`src/rtl/dhs_pkg.sv`:
```
`default_nettype none
package dhs_pkg;

	localparam int SLOTS      = 4093;
	localparam int STEP_PRIME = 1021;
	localparam int KEY_W      = 63;
	localparam int COUNT_W    = 12;
	localparam int SLOT_W     = $clog2(SLOTS);
	localparam int LIVE_W     = $clog2(SLOTS + 1);
	localparam int STEP_W     = $clog2(STEP_PRIME + 1);
	localparam int REM_W      = $clog2(STEP_PRIME);
	// key bits folded into both remainders per cycle
	localparam int BPC        = 3;
	localparam int MOD_CYC    = (KEY_W + BPC - 1) / BPC;
	localparam int KEY_PAD    = MOD_CYC * BPC;
	localparam int MOD_CNT_W  = $clog2(MOD_CYC + 1);

	typedef enum logic [1:0] {
		OP_ADD    = 2'd0,
		OP_REMOVE = 2'd1,
		OP_QUERY  = 2'd2,
		OP_RSVD   = 2'd3
	} op_t;

	typedef enum logic [1:0] {
		ST_OK        = 2'd0,
		ST_FULL      = 2'd1,
		ST_EMPTY_SET = 2'd2
	} status_t;

	typedef struct packed {
		op_t               op;
		logic [KEY_W-1:0]  key;
		logic [SLOT_W-1:0] h0;
		logic [STEP_W-1:0] step;
	} job_t;

endpackage
`default_nettype wire

```
`src/rtl/dhs_if.sv`:
```
`default_nettype none
interface dhs_in_if;
	logic                    valid;
	logic                    ready;
	logic [1:0]              op;
	logic [dhs_pkg::KEY_W-1:0] key;
	modport source (output valid, op, key, input ready);
	modport sink (input valid, op, key, output ready);
endinterface

`default_nettype wire

```
`src/rtl/dhs_front.sv`:
```
`default_nettype none
module dhs_front (
	input  wire logic         clk,
	input  wire logic         arst_n,
	dhs_in_if.sink            in_ch,
	output dhs_pkg::job_t     job,
	output logic              job_valid,
	input  wire logic         job_ready
);

	logic                            busy_q;
	logic                            job_valid_q;
	dhs_pkg::job_t                   job_q;
	logic [dhs_pkg::KEY_PAD-1:0]     sh_q;
	logic [dhs_pkg::SLOT_W-1:0]      rh_q, rh_n;
	logic [dhs_pkg::REM_W-1:0]       rs_q, rs_n;
	logic [dhs_pkg::MOD_CNT_W-1:0]   cnt_q;
	logic [dhs_pkg::SLOT_W:0]        th;
	logic [dhs_pkg::REM_W:0]         ts;

	assign in_ch.ready = !busy_q && !job_valid_q;
	assign job         = job_q;
	assign job_valid   = job_valid_q;

	// fold BPC key bits, MSB first, into both remainders
	always_comb begin
		rh_n = rh_q;
		rs_n = rs_q;
		th   = '0;
		ts   = '0;
		for (int i = 0; i < dhs_pkg::BPC; i++) begin
			th = {rh_n, sh_q[dhs_pkg::KEY_PAD-1-i]};
			if (th >= (dhs_pkg::SLOT_W+1)'(dhs_pkg::SLOTS))
				th = th - (dhs_pkg::SLOT_W+1)'(dhs_pkg::SLOTS);
			rh_n = th[dhs_pkg::SLOT_W-1:0];
			ts = {rs_n, sh_q[dhs_pkg::KEY_PAD-1-i]};
			if (ts >= (dhs_pkg::REM_W+1)'(dhs_pkg::STEP_PRIME))
				ts = ts - (dhs_pkg::REM_W+1)'(dhs_pkg::STEP_PRIME);
			rs_n = ts[dhs_pkg::REM_W-1:0];
		end
	end

	always_ff @(posedge clk or negedge arst_n) begin
		if (!arst_n) begin
			busy_q      <= 1'b0;
			job_valid_q <= 1'b0;
			cnt_q       <= '0;
		end else begin
			if (job_valid_q && job_ready)
				job_valid_q <= 1'b0;
			if (in_ch.valid && in_ch.ready) begin
				busy_q     <= 1'b1;
				cnt_q      <= '0;
				rh_q       <= '0;
				rs_q       <= '0;
				sh_q       <= dhs_pkg::KEY_PAD'(in_ch.key);
				job_q.op   <= dhs_pkg::op_t'(in_ch.op);
				job_q.key  <= in_ch.key;
			end else if (busy_q) begin
				rh_q  <= rh_n;
				rs_q  <= rs_n;
				sh_q  <= sh_q << dhs_pkg::BPC;
				cnt_q <= cnt_q + 1'b1;
				if (cnt_q == dhs_pkg::MOD_CNT_W'(dhs_pkg::MOD_CYC - 1)) begin
					busy_q      <= 1'b0;
					job_valid_q <= 1'b1;
					job_q.h0    <= rh_n;
					job_q.step  <= dhs_pkg::STEP_W'(dhs_pkg::STEP_PRIME)
						- dhs_pkg::STEP_W'(rs_n);
				end
			end
		end
	end

endmodule
`default_nettype wire

```
`src/flat_wrapper.sv`:
```
// flat-port wrapper written by rule: the top's interface ports become plain ports
module dhs_front_flat 
  (clk, arst_n, job, job_valid, job_ready, in_ch_valid, in_ch_op, in_ch_key, in_ch_ready);
  dhs_in_if in_ch_i ();
  input  wire logic clk;
  input  wire logic arst_n;
  output dhs_pkg::job_t job;
  output logic job_valid;
  input  wire logic job_ready;
  input wire logic [$bits(in_ch_i.valid)-1:0] in_ch_valid;
  input wire logic [$bits(in_ch_i.op)-1:0] in_ch_op;
  input wire logic [$bits(in_ch_i.key)-1:0] in_ch_key;
  output wire logic [$bits(in_ch_i.ready)-1:0] in_ch_ready;
  assign in_ch_i.valid = in_ch_valid;
  assign in_ch_i.op = in_ch_op;
  assign in_ch_i.key = in_ch_key;
  assign in_ch_ready = in_ch_i.ready;
  dhs_front u_core (.clk(clk), .arst_n(arst_n), .in_ch(in_ch_i), .job(job), .job_valid(job_valid), .job_ready(job_ready));
endmodule
```
`config.mk`:
```
export PLATFORM = sky130hd
export DESIGN_NAME = dhs_front_flat
export DESIGN_NICKNAME = d
export VERILOG_FILES = /design/src/rtl/dhs_pkg.sv /design/src/rtl/dhs_if.sv /design/src/rtl/dhs_front.sv /design/src/flat_wrapper.sv
export SDC_FILE = /design/constraint.sdc
export NUM_CORES = 1
export LEC_CHECK = 0
export BUFFER_PORTS_ARGS = -buffer_cell sky130_fd_sc_hd__buf_2
export CAP_MARGIN = 15
export CORE_MARGIN = 2
export CORE_UTILIZATION = 55
export CTS_BUF_LIST = sky130_fd_sc_hd__clkbuf_4 sky130_fd_sc_hd__clkbuf_8
export CTS_CLUSTER_SIZE = 25
export DETAILED_ROUTE_END_ITERATION = 10
export PLACE_DENSITY_LB_ADDON = 0.2
export SYNTH_ARGS = -nofsm -noshare
export SYNTH_HDL_FRONTEND = slang
export SYNTH_SLANG_ARGS = --single-unit
```
`constraint.sdc`:
```
create_clock -name clk -period 6 [get_ports clk]
set_input_delay 0.9 -clock clk [delete_from_list [all_inputs] [get_ports clk]]
set_output_delay 0.9 -clock clk [all_outputs]
set_load 0.005 [all_outputs]
```
Word level (Yosys, flattened, before mapping)
Index checks and enable logic that the tools add are counted.

word-level totals
  input port bits = 69
  bits in registers = 179
  output and inout bits = 89

cells by class
  add/subtract/negate cells = 8
  bitwise operators = 1
  muxes and demuxes = 19
  reduce and logical (&&, ||, !) cells = 9
  equal/unequal tests = 1
  order comparisons = 6

operators by type and width
  kind                                                                  count
  two-way mux 63 bit                                                    2
  two-way mux 12 bit                                                    4
  two-way mux 10 bit                                                    4
  greater-or-equal comparator 13 x 12 -> 1 bit (second input constant)  3
  subtractor 12 bit (second input constant)                             3
  greater-or-equal comparator 11 x 10 -> 1 bit (second input constant)  3
  subtractor 10 bit (second input constant)                             3
  two-way mux 5 bit                                                     2
  subtractor 10 bit (first input constant)                              1
  two-way mux 1 bit                                                     7
  adder 5 x 1 -> 5 bit (second input constant)                          1
  == test 5 bit (second input constant)                                 1
  AND reduction 2 bit                                                   2
  AND reduction 4 bit                                                   1
  logical AND 1 bit                                                     3
  zero test 1 bit                                                       2
  nonzero test 2 bit                                                    1
  NOT 1 bit                                                             1

Logic depth before layout (Yosys ltp)
  depth in word-level cells = 7
  depth in mapped cells = 19
  depth with buffers taken out = 18

Worst setup path after synthesis
OpenSTA, ideal clock, no wires.

  kind = in2reg
  start point = in in_ch_valid
  end point = reg u_core.sh_q[0] (netlist bit), enable pin
  data arrival time = 4.232 ns
  required time = 5.516 ns
  stages on the path = 5
  buffers on the path = 2
  setup slack = 1.284 ns
  cell sequence = and2_1 -> clkbuf_1 -> clkbuf_1 -> nor2_1 -> nor2_1

between the ends
  word-level cells in the longest chain between the ends = 3

RTL lines
  element                               RTL line            text
  from (decl)                           flat_wrapper.sv:10  input wire logic [$bits(in_ch_i.valid)-1:0] in_ch_valid;
  logical AND 1 bit                     dhs_front.sv:51     if (in_ch.valid && in_ch.ready) begin
  nonzero test 2 bit (no source line)   --
  AND reduction 2 bit (no source line)  --
  to (signal assigned)                  dhs_front.sv:56     sh_q <= dhs_pkg::KEY_PAD'(in_ch.key);
  to (signal assigned)                  dhs_front.sv:62     sh_q <= sh_q << dhs_pkg::BPC;
  to (decl)                             dhs_front.sv:14     logic [dhs_pkg::KEY_PAD-1:0] sh_q;

No other way between the ends.
A chain may end at the register's enable or synchronous reset.

Worst setup path after layout
  start point = reg u_core.rh_q[0] (netlist bit)
  end point = reg u_core.rh_q[8] (netlist bit), data pin

between the ends
  word-level cells in the longest chain between the ends = 7
  elaborated cells between the ends (all ways) = 10
  classes of those cells = add/sub (3); order compare (3); mux (4)

RTL lines
  element                                                                            RTL line                          text
  from (decl)                                                                        dhs_front.sv:15                   logic [dhs_pkg::SLOT_W-1:0] rh_q, rh_n;
  from (signal assigned)                                                             dhs_front.sv:60                   rh_q <= rh_n;
  subtractor 12 bit or greater-or-equal comparator 13 x 12 -> 1 bit (tied branches)  dhs_front.sv:34, dhs_front.sv:33
  two-way mux 12 bit (*)                                                             dhs_front.sv:33                   if (th >= (dhs_pkg::SLOT_W+1)'(dhs_pkg::SLOTS))
  subtractor 12 bit or greater-or-equal comparator 13 x 12 -> 1 bit (tied branches)  dhs_front.sv:34, dhs_front.sv:33
  two-way mux 12 bit (*)                                                             dhs_front.sv:33
  subtractor 12 bit or greater-or-equal comparator 13 x 12 -> 1 bit (tied branches)  dhs_front.sv:34, dhs_front.sv:33
  two-way mux 12 bit (*)                                                             dhs_front.sv:33
  named net u_core.th, one bit                                                       dhs_front.sv:18                   logic [dhs_pkg::SLOT_W:0] th;
  two-way mux 12 bit (*)                                                             dhs_front.sv:59                   end else if (busy_q) begin

Mark *: on every way through the listed nets, which the timed path passes. The rest lies on a longest branch.

==> impl_results.md <==
* Final clock period utilization by the worst path at roughly nine tenths
* Total track usage at approximately 25%
* Row count at 47
* Post-Syn Instances at 876
* Status: completed
* GR Layer Usage met1 at 35.4%
* Core area at 16600 um^2
* Initial DRC Count at 588
* Setup_tns at 0 ns
* Synth unique cells at 83
* Initial antenna violation count at 2
* Final HPWL DP at around 15 mm
* Setup-failing EPs final at 0
* Clock skew at ~0.024 ns
* Syn_area_per_cell at 10.6 um^2
* Slew Viols, Final at 0
* Area growth from synthesis to layout at 15.0%
* Placer Congestion at 0.955
* Worst skew pair latency at 0.47 ns
* Startpoint types: register
* Root buf cell: clkbuf_8
* I/O pins at between 150 and 200
* Residual DRC count at 0
* CP Class: reg2reg
* Lkg Pwr at ~4.3 nW
* Vias per cell at 5.74
* DR pass1 iterations at 5
* Worst-path clk slew at around 0.1 ns
* Netlist Area Pre-Place at 9310 um^2
* Commonest cells after routing, fill and taps aside: nand2_1, edfxtp_1, buf_2
* CP required at 6.23 ns
* Final nets at ~1100
* FF+latch count, synth at between 150 and 200
* Synth Flop Type: edfxtp_1
* Buffers added on ports at 157
* Max-slew headroom at 24.8%
* Max_cap viols at 0
* Most common cell after layout, fill and taps aside: nand2_1
* RSZ-0062 raised after global routing: false
* DRT Wirelength at 21.9 mm
* Routed len/inst at ~17 um
* Die height at 134 um
* Clock sinks at 179
* Synth Area in Simple Gates at 19.6%
* Ys async rst share at 3.91%
* Die ar. at 18000 um^2
* Grt ovf at 0
* Yosys synthesis warning count at 0
* Worst hold path type: in2async
* Worst VDD drop at 199 uV
* Largest net degree at the start of global routing at 78
* Max Fclk at 188 MHz
* Post-CTS Setup Bufs at 0
* Initial Util at 56.1%
* Post-synthesis compound-gate area fraction at 11.4%
* CP max FO at 15
* Signal arrival time at the worst endpoint at 5.54 ns
* Die W at approximately 130 um
* Most Used Layer, Global Route: met2
* Number of instances in the placed design at roughly 1200
* Routed Antenna Nets at 0
* Slew at the pin closest to its max-slew limit at 1.13 ns
* Via count at 7195
* Seq/Total Area, Yosys at 57.4%
* Number of synthesized flops with an enable pin at 172
* M3 GR Usage at 6.27%
* Ant diodes at 0
* Share of cells above drive strength 1 at 23.7%
* Power Dens Cells at 486 nW/um^2
* Mux share of post-synthesis cell area at 2.45%
* Syn Nets at 956
* Pre-CTS worst setup slack at 0.738 ns
* CTS Buf Count at 17
* Met2 GRT Util at between 30 and 40%
* First-pass GRT wire length at between 30 and 40 mm
* Min Clock Period, post-route at 5.31 ns
* Hold Fails Final Rpt at 0
* Cell Count, Final, Fillers Out at 1254
* CTS H-tree depth at 4
* Largest family of logic cells by synthesized area: simple AND/OR/NAND/NOR gates
* Crit end category: register
* Final setup slack of the worst path at roughly 0.69 ns
* Post-CTS sizing at 0
* Post-Synth Adder-Cell Area at under 10%
* Post-Synth XOR/XNOR Area at under 10%
* Hold_buf cts at 0
* CTS tree: built
* Number of global-route vias before repair at 6773
* Max Buffers Root-to-Sink at 2
-- sequential cells by signal (all words and copies together) (netlist names) --
register / cells
u_core.rs_q: 10
u_core.busy_q: 1
u_core.cnt_q: 5
u_core.rh_q: 12
u_core.sh_q: 63
u_core.job: 87
u_core.job_valid: 1
-- stage by stage --
| stage | cell area [um^2] | utilization, % | power [mW] | hold slack (ns) |
|---|---|---|---|---|
| final | 10700 | 64.6 | 5.21 | 0.473 |
| after global routing | 10700 | 64.6 | 5.56 | 0.488 |
| after CTS | 10700 | 64.6 | 5.20 | 0.461 |
| after detailed placement | 10300 | 62.3 | 4.40 | 0.502 |
| after global placement | 10300 | 62.3 | 4.38 | 0.494 |
| after floorplan | 9310 | - | 3.76 | 0.491 |
-- power by group --
part	total, mW	switching (mW)	leakage [nW]	internal, mW
clock network	0.799	0.493	0.185	0.305
logic	2.39	1.48	2.43	0.910
registers	2.02	0.227	1.70	1.79
-- cell usage after synthesis, drive strengths merged, types with 3 or more instances --
cell type	n	area, um^2
a21o	12	90.1
a41oi	4	35.0
o211ai	4	48.8
nor4b	6	67.6
nand4	10	62.6
o22ai	4	25.0
xnor2	31	272
and3	7	43.8
nand2	234	878
clkbuf	35	133
nand3b	3	22.5
or3	8	50.1
nand3	14	75.1
buf	14	71.3
dfrtp	7	175
a31oi	12	81.3
mux2	6	67.6
inv	20	75.1
mux2i	16	160
ha	11	138
o31ai	8	60.1
nor3	25	125
or4	5	37.5
o31a	3	26.3
edfxtp	172	5160
nor4	9	68.8
and2	6	37.5
a21oi	16	91.3
o21ai	39	221
a21boi	4	30.0
nor3b	3	22.5
a211oi	6	45.0
xor2	17	149
nand2b	6	37.5
nor2	54	208
-- layout make-up --
| class | instances | area (um^2) |
|---|---|---|
| repair buffers | 176 | 928 |
| clock buffers | 17 | 234 |
| clock inverters | 14 | 139 |
| multi-input cells | 626 | 3710 |
| well taps | 220 | 275 |
| inverters | 22 | 82.6 |
| flip-flops and latches | 179 | 5340 |
| fillers | 1400 | 5880 |
-- worst paths after layout --
check | start | endpoint | slack [ns] | cells after the start
worst max-delay path | u_core.rh_q[0] | u_core.rh_q[8] | 0.69 | 17
worst min-delay path | arst_n | u_core.cnt_q[1] | 0.47 | 2
worst max register to register | u_core.rh_q[0] | u_core.rh_q[8] | 0.69 | 17
worst min register to register | u_core.sh_q[2] | u_core.sh_q[5] | 0.53 | 2
max in group asynchronous | arst_n | u_core.job_valid | 5.21 | 2
min in group clk | u_core.sh_q[2] | u_core.sh_q[5] | 0.53 | 2
-- critical path, cell delays in order, from the launching register on --
cell and delay, ns:
edfxtp_1 0.52, inv_1 0.19, ha_1 0.17, nor3_1 0.07, nor4_2 0.61, nor2_1 0.16, xnor2_1 0.45, ha_1 0.23
o21ai_1 0.10, nor4b_4 0.41, a21oi_4 0.21, mux2i_1 0.36, o2111ai_2 0.28, a2111oi_4 0.59, buf_4 0.26, o21ai_2 0.06
xnor2_1 0.16, a22o_1 0.23
-- logic make-up after synthesis --
group,after synthesis
xor gates and xnor gates,48
AOI/OAI and AO/OA,143
buffers and inverters,71
adders and majority gates,12
muxes,22
and+or+nand+nor,401
DFF,179
-- metal layers --
layer  vias up  wire length, um
met5         -               27
met4         4              277
met3        27             1530
met2       270            10400
met1      3434             9720
li1       3460                -
Note: power is estimated with default switching activity, not from simulation.
