### config.mk
export PLATFORM = sky130hd
export DESIGN_NAME = dhs_queue
export DESIGN_NICKNAME = d
export VERILOG_FILES = /design/src/rtl/dhs_pkg.sv /design/src/rtl/dhs_queue.sv
export SDC_FILE = /design/constraint.sdc
export NUM_CORES = 1
export LEC_CHECK = 0
export ABC_CLOCK_PERIOD_IN_PS = 5800
export BUFFER_PORTS_ARGS = -buffer_cell sky130_fd_sc_hd__buf_2
export CAP_MARGIN = 10
export CORE_ASPECT_RATIO = 0.7
export CORE_MARGIN = 4
export CORE_UTILIZATION = 40
export DETAILED_ROUTE_END_ITERATION = 10
export GPL_ROUTABILITY_DRIVEN = 0
export PLACE_DENSITY = 0.64
export SYNTH_ARGS = -nofsm -noshare
export SYNTH_HDL_FRONTEND = slang
export SYNTH_SLANG_ARGS = --single-unit
### constraint.sdc
create_clock -name clk -period 5.8 [get_ports clk]
set_clock_uncertainty 0.15 [all_clocks]
set_input_delay 0.58 -clock clk [delete_from_list [all_inputs] [get_ports clk]]
set_output_delay 0.58 -clock clk [all_outputs]
set_load 0.02 [all_outputs]
### src/rtl/dhs_pkg.sv
`default_nettype none
package dhs_pkg;

	localparam int SLOTS      = 4093;
	localparam int STEP_PRIME = 1021;
	localparam int KEY_W      = 63;
	localparam int COUNT_W    = 12;
	localparam int SLOT_W     = $clog2(SLOTS);
	localparam int LIVE_W     = $clog2(SLOTS + 1);
	localparam int STEP_W     = $clog2(STEP_PRIME + 1);
	localparam int REM_W      = $clog2(STEP_PRIME);
	// key bits folded into both remainders per cycle
	localparam int BPC        = 3;
	localparam int MOD_CYC    = (KEY_W + BPC - 1) / BPC;
	localparam int KEY_PAD    = MOD_CYC * BPC;
	localparam int MOD_CNT_W  = $clog2(MOD_CYC + 1);

	typedef enum logic [1:0] {
		OP_ADD    = 2'd0,
		OP_REMOVE = 2'd1,
		OP_QUERY  = 2'd2,
		OP_RSVD   = 2'd3
	} op_t;

	typedef enum logic [1:0] {
		ST_OK        = 2'd0,
		ST_FULL      = 2'd1,
		ST_EMPTY_SET = 2'd2
	} status_t;

	typedef struct packed {
		op_t               op;
		logic [KEY_W-1:0]  key;
		logic [SLOT_W-1:0] h0;
		logic [STEP_W-1:0] step;
	} job_t;

endpackage
`default_nettype wire

### src/rtl/dhs_queue.sv
`default_nettype none
module dhs_queue (
	input  wire logic          clk,
	input  wire logic          arst_n,
	input  wire dhs_pkg::job_t wr_job,
	input  wire logic          wr_valid,
	output logic               wr_ready,
	output dhs_pkg::job_t      rd_job,
	output logic               rd_valid,
	input  wire logic          rd_ready
);

	dhs_pkg::job_t slot_q [2];
	logic          wp_q, rp_q;
	logic [1:0]    fill_q;
	logic          push, pop;

	assign wr_ready = (fill_q != 2'd2);
	assign rd_valid = (fill_q != 2'd0);
	assign rd_job   = slot_q[rp_q];
	assign push     = wr_valid && wr_ready;
	assign pop      = rd_valid && rd_ready;

	always_ff @(posedge clk) begin
		if (push)
			slot_q[wp_q] <= wr_job;
	end

	always_ff @(posedge clk or negedge arst_n) begin
		if (!arst_n) begin
			wp_q   <= 1'b0;
			rp_q   <= 1'b0;
			fill_q <= 2'd0;
		end else begin
			if (push)
				wp_q <= ~wp_q;
			if (pop)
				rp_q <= ~rp_q;
			if (push && !pop)
				fill_q <= fill_q + 2'd1;
			else if (pop && !push)
				fill_q <= fill_q - 2'd1;
		end
	end

endmodule
`default_nettype wire

== Word-level counts from Yosys, hierarchy flattened ==
Memory sizes are Yosys's and may differ from the RTL's.
Cells that the tools add are included.

* Divide/modulo/power cells: 0
* Add/subtract/negate cells: 2
* Muxes and demuxes: 4
* Shifts and indexed selects: 0
* Reductions and logical operators: 8
* Multiply operators: 0
* Bitwise operators: 2
* Equality and inequality tests: 1
* Order comparisons: 0

{| class="wikitable"
|+ Operators by type and width
! kind !! count
|-
| logical AND 1 bit || 4
|-
| 2-to-1 mux 2 bit || 2
|-
| nonzero test 2 bit || 2
|-
| adder 2 x 1 -> 2 bit (second input constant) || 1
|-
| logical NOT 1 bit || 2
|-
| 2-to-1 mux 1 bit || 2
|-
| != test 2 bit (second input constant) || 1
|-
| inverter 1 bit || 2
|-
| subtractor 2 x 1 -> 2 bit (second input constant) || 1
|}

* Output and inout port bits: 89
* Bits of input ports: 91
* Bits in read-only memories: 0
* Register bits after elaboration: 4
* Bits in latches: 0
* Word-level logic and storage cells: 21
* Memory bits (writable): 174
* Memories kept: 1

{| class="wikitable"
|+ Memories
! name !! depth !! width !! rd ports !! clocked after Yosys merged registers in !! write ports !! line !! RTL
|-
| slot_q || 2 || 87 || 1 || 0 || 1 || dhs_queue.sv:13 || <nowiki>dhs_pkg::job_t slot_q [2];</nowiki>
|}

== Depth between registers and ports, before layout ==
Gate-level depths: netlist of the first run.

* Depth in word-level cells: 6
* Gate-level depth with buffers: 7

== Worst setup path after synthesis of the first run ==
No wires, ideal clock.

* Path type: register -> register
* From: reg fill_q[0]
* To: mem slot_q[0][0] in the netlist's numbering, enable pin
* Buffers on the path: 0
* Arrival time: 4.425 ns
* Stages on the path, launching flop included: 4
* Setup slack: 0.692 ns
* Setup time: 0.533 ns
* Cells stage by stage: dfrtp_1 -> nand2b_1 -> nand2_1 -> nor2_1

* Longest elaborated chain between the ends: 4

{| class="wikitable"
|+ Ends and longest elaborated chain
! element !! line !! RTL
|-
| from (decl) || dhs_queue.sv:15 || <nowiki>logic [1:0] fill_q;</nowiki>
|-
| from (signal assigned) || dhs_queue.sv:40 || <nowiki>fill_q <= fill_q + 2'd1;</nowiki>
|-
| from (signal assigned) || dhs_queue.sv:42 || <nowiki>fill_q <= fill_q - 2'd1;</nowiki>
|-
| != test 2 bit || dhs_queue.sv:18 || <nowiki>assign wr_ready = (fill_q != 2'd2);</nowiki>
|-
| net wr_ready || dhs_queue.sv:7 || <nowiki>output logic wr_ready,</nowiki>
|-
| logical AND 1 bit || dhs_queue.sv:21 || <nowiki>assign push = wr_valid && wr_ready;</nowiki>
|-
| 2-to-1 mux 1 bit || dhs_queue.sv:25 || <nowiki>if (push)</nowiki>
|-
| 2-to-1 mux 1 bit (not written as such) || dhs_queue.sv:26 || <nowiki>slot_q[wp_q] <= wr_job;</nowiki>
|-
| to (decl) || dhs_queue.sv:13 ||
|}

The timed path passes the listed nets, and every way through them passes these cells.

==> out/qor.yml, run 1 <==
syn_to_final_growth_pct: 25.7
cp-end-kind: "output port"
yosysUniqueCellTypes: 15
ant_nets: 0
regArea_mm2: 0.00533
slew_headroom_pct: 22.0
synthesis.area_mm2: 0.00655
setup_viol: 0
synthFlopType: "edfxtp_1"
wirelength_um: 12200
clk_latency_ps: 410
p_clk_share_pct: 23.8
synthesis.nets: 381
p_leak_nw: 3.12
vias_per_cell: 4.63
drv_cap: 0
die_width_um: 161
reg2reg_slack_ps: 2970
placement.io_buffers: 179
critPathLaunchType: "flip-flop"
die_area_mm2: 0.0185
tns_ps: 0
ir_drop_mv: 0.285
drt_pre_antenna_iters: 4
rr_startpoint: "fill_q[0]$_DFFE_PN0P_"
synth-edff-count: 174
avgRoutedWirePerCell_um: 17.0
rows: 38
core_mm2: 0.0158
dr_wl_met3_um: 1180
clock_sinks: 178
hold_class: "in -> reg"
antenna_cells: 0
crit_arrival_ps: 2540
seq_area_frac_synth_pct: 81.3
required_ps: 5070
top_layer_used: "met5"
yosysTopAreaCellShare_pct: 79.8
yosys-top-cells-area: "edfxtp_1 (80%), mux2_2 (12%), mux2_4 (4.6%)"
whs_ps: 202
cp_max_fo: 46
power_density_mw_per_mm2: 524
hold_end: "slot_q[1][27]$_DFFE_PP_"
ios: 180
cts_root_buf: "clkbuf_16"
pwr-share-seq_pct: 44.0
min-delay-start: "wr_job[27]"
tightest_slew_ps: 1170
wl_met2_um: 5290
combinationalPowerShare_pct: 32.2
rsz0062_at_grt: "false"
synthCells: 289
status: "finished, final reports clean"
grt_pass1_vias: 3539
track_usage_pct: 13.3
drt_iter0_drc: 170
multi_input_area_mm2: 0.00116
numCtsBuffers: 17
ys_top_cells_by_count: "edfxtp_1 (174), mux2_2 (67), mux2_4 (20), buf_2 (6)"
worstSetupPathType: "reg -> out"
async_reset_ff_share_pct: 2.25
synth.most_common_cell: "edfxtp_1"
antenna_found_initial: 2
yosys_warnings: 0
p_sw_share_pct: 32.4
overflow: 0
cts_tree: "built"
rr_worst_depth: 4
hold_viol_final: 0
drc: 0
grt_max_degree: 49
hold_depth: 1
ys_ff_latch: 178
p_int_mw: 2.91
start_util_pct: 41.5
die_height_um: 115
wl_met1_um: 5540
num-nets-final: 574
switching_power_mw: 1.40
min_period_ps: 3270
maxSlewViolCount: 0
grt_first_pass_wirelength_um: 18600
postLayoutCoreUtil_pct: 52.1
htree_levels: 4
drive_above_1_share_pct: 60.2
synth_area_per_cell_um2: 22.7
num_vias: 3312
r2r_end: "slot_q[0][72]$_DFFE_PP_"
clk_path_buf_depth: 2
synth_top_area_cell: "edfxtp_1"
post-route-period-util_pct: 56.4
hpwl_um: 8220
clk_pin_slew_ps: 60
ctsResizeCount: 0
fill_cells: 1320
max_freq_mhz: 306
## cells in the final DEF (no fill, tap or decap), types with 2 or more instances in the layout
cell,n
buf_2,179
edfxtp_1,174
mux2_2,67
mux2_4,20
clkbuf_16,17
clkinv_1,6
buf_4,4
xnor2_1,3
dfrtp_1,3
nand2_1,2
xor2_1,2
clkbuf_1,2
clkinv_4,2
clkinv_2,2
clkinvlp_4,2
## power groups by stage
stage / sequential [mW] / clock, mW / combinational (mW)
after floorplan: 1.86 / 0 / 1.06
after global placement: 1.91 / 0 / 1.39
after detailed placement: 1.93 / 0 / 1.41
after CTS: 1.90 / 1.06 / 1.41
after global routing: 1.93 / 1.11 / 1.49
final: 1.90 / 1.03 / 1.39
## per-stage QoR
stage          area [um^2]  setup slack [ps]  total power, mW  instances
3_5_place_dp          7690              2850             3.34        682
2_1_floorplan         6550               692             2.92        289
4_1_cts               8230              2480             4.37        715
5_1_grt               8230              2390             4.53        715
6_report              8230              2530             4.31        715
3_3_place_gp          7690              2940             3.31        682
## worst max-delay path, stage by stage, from the launching register on
cell     delay, ps
dfrtp_4        860
buf_4          650
mux2_2         420
buf_2          160
## worst max path at each step
stage / slack, ps / from / cells after the start / end
final: 2530 / rp_q$_DFFE_PN0P_ / 3 / rd_job[37]
after floorplan: 690 / fill_q[0]$_DFFE_PN0P_ / 3 / slot_q[0][0]$_DFFE_PP_
after global routing: 2390 / rp_q$_DFFE_PN0P_ / 3 / rd_job[37]
after global placement: 2940 / wr_valid / 4 / slot_q[0][78]$_DFFE_PP_
after CTS: 2480 / rp_q$_DFFE_PN0P_ / 3 / rd_job[37]
after detailed placement: 2850 / wr_valid / 4 / slot_q[0][73]$_DFFE_PP_
## layer usage
metal  track usage, %  vias up
met2             19.5      132
met4             4.60        4
li1                 -     1536
met1             17.7     1623
met3             6.13       17
met5                0        -
## kinds of logic after synthesis
kind of cell | share of synthesized area [%]
DFF | 81.3
muxes | 16.1
buffers and inverters | 1.20
and+or+nand+nor | 0.516
xor gates and xnor gates | 0.669
adders and majority gates | 0.191
## timing repair
item | CTS | global route
hold buffers | 1 | 0
endpoints found under the hold margin | 4 | 0
buffers inserted | 0 | 0
## state kept, by name (all words and copies together), names as in the netlist
signal  count
slot_q    174
fill_q      2
rp_q        1
wp_q        1
## cell type report
type	instances	share of cell area, %
Clock buffer	19	5.26
Clock inverter	13	1.16
Inverter	1	0.0456
Multi-Input combinational cell	100	14.1
Sequential cell	178	64.8
Tap cell	220	3.34
Timing Repair Buffer	184	11.4
Power figures use the tool's default switching activity.
==> run 2: changes to the inputs <==
--- a/config.mk
+++ b/config.mk
@@ -5,7 +5,7 @@
 export SDC_FILE = /design/constraint.sdc
 export NUM_CORES = 1
 export LEC_CHECK = 0
-export ABC_CLOCK_PERIOD_IN_PS = 5800
+export ABC_CLOCK_PERIOD_IN_PS = 3100
 export BUFFER_PORTS_ARGS = -buffer_cell sky130_fd_sc_hd__buf_2
 export CAP_MARGIN = 10
 export CORE_ASPECT_RATIO = 0.7
==> constraint.sdc (replaced) <==
create_clock -name clk -period 3.1 [get_ports clk]
set_clock_uncertainty 0.15 [all_clocks]
set_input_delay 0.31 -clock clk [delete_from_list [all_inputs] [get_ports clk]]
set_output_delay 0.31 -clock clk [all_outputs]
set_load 0.02 [all_outputs]
==> run 2 against run 1 <==
  * Non-clock buffer count is 88 higher
  * Total power grew 91%
  * Cell count up 12%
  * Die area unchanged
  * Design area is 11% higher
  * Highest routed layer is now met4
  * First-iteration DRC count grew 45%
  * Critical endpoint is now rd_job[75]
  * Clock power is 90% higher
  * Sequential share of layout area decreased by 6.5 points
  * Sequential power is 80% higher
==> out/qor.yml, run 2 (synthesis results as in run 1) <==
antenna_cells: 0  # unchanged
clk_pin_slew_ps: 60  # about the same
cp_max_fo: 33  # was 46
htree_levels: 4  # unchanged
drive_above_1_share_pct: 52.0  # was 60.2%
hold_class: "in -> reg"  # unchanged
num-nets-final: 662  # was 574
grt_max_degree: 56  # was 49
hold_viol_final: 0  # unchanged
ctsHoldBuffers: 88  # was 1
clk_latency_ps: 410  # about the same
drc: 0  # unchanged
ctsResizeCount: 0  # unchanged
power_density_mw_per_mm2: 901  # was 524 mW/mm^2
largest_reg_flops: 174  # unchanged
min_period_ps: 2300
setup_viol: 0  # unchanged
drv_cap: 0  # unchanged
tns_ps: 0  # unchanged
grt_pass1_vias: 3935  # was 3539
placement.io_buffers: 179  # unchanged
syn_to_final_growth_pct: 39.7  # was 25.7%
required_ps: 2640  # was 5070 ps
tightest_slew_ps: 745  # was 1170 ps
antenna_found_initial: 0  # was 2
ios: 180  # unchanged
postLayoutCoreUtil_pct: 58.0  # was 52.1%
status: "finished, final reports clean"  # unchanged
wirelength_um: 13000  # was 12200 um
regMostFlops: "slot_q"  # unchanged
overflow: 0  # unchanged
track_usage_pct: 14.3  # was 13.3%
reg2reg_slack_ps: 1110  # was 2970 ps
rr_startpoint: "fill_q[0]$_DFFE_PN0P_"  # unchanged
p_leak_nw: 3.50  # was 3.12 nW
post-route-period-util_pct: 74.1
die_width_um: 161  # unchanged
pre_cts_ws_ps: 1060  # was 2850 ps
start_util_pct: 41.5  # unchanged
largest_registers: "slot_q (174), fill_q (2)"  # unchanged
cp-end-kind: "output port"  # unchanged
cts_root_buf: "clkbuf_16"  # unchanged
rows: 38  # unchanged
drt_iter0_drc: 246  # was 170
maxSlewViolCount: 0  # unchanged
avgRoutedWirePerCell_um: 16.2  # was 17.0 um
finalWorstSetupSlack_ps: 803  # was 2530 ps
cts_tree: "built"  # unchanged
critPathLaunchType: "flip-flop"  # unchanged
drt_pre_antenna_iters: 4  # unchanged
hpwl_um: 8210  # was 8220 um
clock_sinks: 178  # unchanged
slew_headroom_pct: 50.4  # was 22.0%
min-delay-start: "rd_ready"  # was wr_job[27]
post_cts_buffers: 0  # unchanged
max_freq_mhz: 435
cp-startpoint: "rp_q$_DFFE_PN0P_"  # unchanged
crit_arrival_ps: 1840  # was 2540 ps
ant_nets: 0  # unchanged
num_vias: 3605  # was 3312
vias_per_cell: 4.49  # was 4.63
core_mm2: 0.0158  # unchanged
die_height_um: 115  # unchanged
layout_commonest_cell: "buf_2"  # unchanged
die_area_mm2: 0.0185  # unchanged
ir_drop_mv: 0.497  # was 0.285 mV
worstSetupPathType: "reg -> out"  # unchanged
rsz0062_at_grt: "false"  # unchanged
grt_first_pass_wirelength_um: 20300  # was 18600 um
final_cell_mix: "buf_2 (179), edfxtp_1 (174), dlygate4sd3_1 (88), mux2_2 (67), mux2_4 (20)"  # was buf_2 (179), edfxtp_1 (174), mux2_2 (67), mux2_4 (20), clkbuf_16 (17)
clk_path_buf_depth: 2  # unchanged
whs_ps: 59.4  # was 202 ps
numCtsBuffers: 17  # unchanged
-- run 2: cell count changes in the layout (fill, tap and decap cells not counted), sizes merged --
cell,change
clkinv,-3
buf,+1
inv,+3
clkbuf,-1
dlygate4sd3,+87
clkinvlp,+1
-- run 2: worst max-delay path, cell delays in order, from the launching register on --
cell and delay, ps:
dfrtp_4 420, buf_4 410, mux2_2 420, buf_2 170
-- run 2: metrics by stage --
| stage | power [mW] | std cells | area, um^2 |
|---|---|---|---|
| final | 8.24 | 803 | 9150 |
| after CTS | 8.37 | 803 | 9150 |
| after floorplan | 5.43 | 289 | 6560 |
| after detailed placement | 6.29 | 683 | 7720 |
| after global routing | 8.66 | 803 | 9150 |
| after global placement | 6.25 | 683 | 7720 |
-- run 2: cell type report --
cell class,count,area (um^2)
fill,1245,6640
tap,220,275
clock inverter,14,114
sequential,178,5330
clock buffer,18,429
timing repair buffer,272,1840
inverter,1,3.75
multi-input combinational,100,1160
-- run 2: final timing paths --
path                                      endpoint  cells after the start
max                                     rd_job[75]                      3
min                               rp_q$_DFFE_PN0P_                      3
max reg2reg                slot_q[1][20]$_DFFE_PP_                      3
min reg2reg                  fill_q[1]$_DFFE_PN0P_                      1
max in group asynchronous         rp_q$_DFFE_PN0P_                      2
min in group asynchronous    fill_q[1]$_DFFE_PN0P_                      2
-- run 2: where the power goes --
group	internal (mW)	switching (mW)
sequential	3.29	0.127
clock	1.10	0.864
combinational	1.18	1.68
total	5.57	2.67
-- run 2: layer usage --
metal | track usage (%) | share of wire, % | vias up
met1 | 18.4 | 45 | 1746
met5 | 0 | 0 | -
met3 | 5.02 | 7.7 | 16
met4 | 4.94 | 1.5 | 0
met2 | 23.0 | 46 | 135
li1 | - | - | 1708
==> run 3: changes to the inputs <==
--- a/config.mk
+++ b/config.mk
@@ -5,7 +5,7 @@
 export SDC_FILE = /design/constraint.sdc
 export NUM_CORES = 1
 export LEC_CHECK = 0
-export ABC_CLOCK_PERIOD_IN_PS = 3100
+export ABC_CLOCK_PERIOD_IN_PS = 1900
 export BUFFER_PORTS_ARGS = -buffer_cell sky130_fd_sc_hd__buf_2
 export CAP_MARGIN = 10
 export CORE_ASPECT_RATIO = 0.7
@@ -13,7 +13,7 @@
 export CORE_UTILIZATION = 40
 export DETAILED_ROUTE_END_ITERATION = 10
 export GPL_ROUTABILITY_DRIVEN = 0
-export PLACE_DENSITY = 0.64
+export PLACE_DENSITY = 0.66
 export SYNTH_ARGS = -nofsm -noshare
 export SYNTH_HDL_FRONTEND = slang
 export SYNTH_SLANG_ARGS = --single-unit
==> constraint.sdc (replaced) <==
create_clock -name clk -period 1.9 [get_ports clk]
set_clock_uncertainty 0.15 [all_clocks]
set_input_delay 0.19 -clock clk [delete_from_list [all_inputs] [get_ports clk]]
set_output_delay 0.19 -clock clk [all_outputs]
set_load 0.02 [all_outputs]
==> run 3 against run 2 <==
  * The flow now finishes with violations (setup timing)
  * Die area stayed put
  * Combinational power is 90% higher
  * Global-route usage is 0.90 points higher
  * Sequential power is 63% higher
  * Critical path type unchanged
==> out/qor.yml, run 3 (synthesis results as in run 1) <==
dpl.cell_count: 688  # was 683
clk_latency_ps: 410  # about the same
overflow: 0  # unchanged
die_width_um: 161  # unchanged
gr-usage-met2_pct: 24.9  # was 23.0%
regMostFlops: "slot_q"  # unchanged
ios: 180  # unchanged
drc: 0  # unchanged
numCtsBuffers: 17  # unchanged
critPathLaunchType: "flip-flop"  # unchanged
required_ps: 1560  # was 2640 ps
cp-end-kind: "output port"  # unchanged
core_mm2: 0.0158  # unchanged
fin_area_mm2: 0.00951  # was 0.00915 mm^2
rsz0062_at_grt: "true"  # was false
vias_per_cell: 4.59  # was 4.49
grt_pass1_vias: 4172  # was 3935
clk_path_buf_depth: 2  # unchanged
hpwl_um: 8670  # was 8210 um
drive_above_1_share_pct: 52.3  # was 52.0%
die_height_um: 115  # unchanged
htree_levels: 4  # unchanged
p_int_mw: 9.81  # was 5.57 mW
drt_pre_antenna_iters: 4  # unchanged
drv_cap: 0  # unchanged
wirelength_um: 13700  # was 13000 um
cts_tree: "built"  # unchanged
layout_commonest_cell: "edfxtp_1"  # was buf_2
power_density_mw_per_mm2: 1500  # was 901 mW/mm^2
slew_headroom_pct: 81.8  # was 50.4%
avgRoutedWirePerCell_um: 16.8  # was 16.2 um
largest_reg_flops: 174  # unchanged
num_vias: 3745  # was 3605
setup_viol: 84  # was 0
fill_cells: 1171  # was 1245
placement.io_buffers: 179  # unchanged
maxSlewViolCount: 0  # unchanged
pre_cts_ws_ps: 178  # was 1060 ps
grt_busiest_layer: "met2"  # unchanged
track_usage_pct: 15.2  # was 14.3%
min_period_ps: 2060
clock_sinks: 178  # unchanged
worstSetupPathType: "reg -> out"  # unchanged
p_total_mw: 14.3  # was 8.24 mW
finalWorstSetupSlack_ps: -158  # was 803 ps
max_freq_mhz: 486
final_cell_mix: "edfxtp_1 (174), buf_2 (156), dlygate4sd3_1 (91), mux2_2 (67), mux2_4 (20)"  # was buf_2 (179), edfxtp_1 (174), dlygate4sd3_1 (88), mux2_2 (67), mux2_4 (20)
grt_max_degree: 47  # was 56
ant_nets: 0  # unchanged
p_leak_nw: 3.66  # was 3.50 nW
post-route-period-util_pct: 108
combinationalPowerShare_pct: 38.0  # was 34.7%
hold_class: "in -> reg"  # unchanged
largest_registers: "slot_q (174), fill_q (2)"  # unchanged
fin_cells: 816  # was 803
grt.met1_usage_pct: 19.3  # was 18.4%
syn_to_final_growth_pct: 45.3  # was 39.7%
num-nets-final: 675  # was 662
p_clk_share_pct: 22.9  # was 23.8%
rows: 38  # unchanged
start_util_pct: 41.5  # unchanged
p_sw_share_pct: 31.4  # was 32.4%
antenna_found_initial: 0  # unchanged
status: "finished, violations left"  # was finished, final reports clean
drt_iter0_drc: 209  # was 246
cts_root_buf: "clkbuf_16"  # unchanged
clk_pin_slew_ps: 60  # about the same
cp_max_fo: 5  # was 33
violations: "setup timing"
grt_util_met3_pct: 5.34  # was 5.02%
crit_arrival_ps: 1720  # was 1840 ps
die_area_mm2: 0.0185  # unchanged
switching_power_mw: 4.50  # was 2.67 mW
ir_drop_mv: 0.869  # was 0.497 mV
antenna_cells: 0  # unchanged
placed_area_mm2: 0.00783  # was 0.00772 mm^2
hold_viol_final: 0  # unchanged
tightest_slew_ps: 272  # was 745 ps
grt_first_pass_wirelength_um: 21500  # was 20300 um
pwr-share-seq_pct: 39.1  # was 41.5%
[run 3: changes by cell type in the layout (fill, tap and decap cells not counted), moves of 4 or more]
cell / change
buf_2: -23
buf_16: +4
buf_4: +10
buf_6: +16
[run 3: layout make-up]
| type | count | area, um^2 | area share, % |
|---|---|---|---|
| clock buffers | 21 | 440 | 4.63 |
| inverters | 1 | 3.75 | 0.0395 |
| flip-flops and latches | 178 | 5330 | 56.0 |
| multi-input cells | 100 | 1170 | 12.3 |
| repair buffers | 285 | 2180 | 22.9 |
| well taps | 220 | 275 | 2.89 |
| clock inverters | 11 | 114 | 1.20 |
[run 3: per-stage QoR]
step	util, %	hold WS [ps]	TNS, ps
6_report	60.3	340	-10150
5_1_grt	60.3	330	-15460
4_1_cts	59.9	318	-12480
3_5_place_dp	49.6	-136	0
3_3_place_gp	49.6	-149	0
2_1_floorplan	-	-256	-88130
[run 3: per-layer routing]
| metal | up-vias | share of wire [%] |
|---|---|---|
| met5 | - | 0 |
| met4 | 0 | 1.2 |
| met3 | 17 | 6.8 |
| met2 | 141 | 49 |
| met1 | 1852 | 43 |
| li1 | 1735 | - |
[run 3: what timing repair did]
action	4_1_cts	5_1_grt
hold buffers	91	0
endpoints found under the hold margin	180	0
buffers inserted	3	0
pin swaps	0	0
cloned	2	0
resized for setup	26	18
setup endpoints to repair	87	87
[run 3: worst max-delay path, cell delays in order (launching register included)]
cell and delay, ps:
dfrtp_4 490, buf_4 170, buf_4 170, mux2_4 300, buf_4 160
[run 3: worst paths after layout]
check                                       from                      end  slack (ps)  depth (start not counted)
max                             rp_q$_DFFE_PN0P_               rd_job[60]        -160                          4
max in group asynchronous                 arst_n         rp_q$_DFFE_PN0P_         850                          3
min in group asynchronous                 arst_n         rp_q$_DFFE_PN0P_         540                          3
min                                   wr_job[63]  slot_q[0][63]$_DFFE_PP_         340                          2
min reg2reg                fill_q[0]$_DFFE_PN0P_    fill_q[0]$_DFFE_PN0P_         390                          1
max reg2reg                fill_q[0]$_DFFE_PN0P_    fill_q[1]$_DFFE_PN0P_         250                          5
[run 3: power groups by stage]
stage	sequential (mW)	combinational [mW]	clock, mW
final	5.59	5.43	3.28
after global routing	5.67	5.77	3.58
after CTS	5.60	5.39	3.38
after detailed placement	5.76	4.71	0
after global placement	5.71	4.65	0
after floorplan	5.63	3.26	0
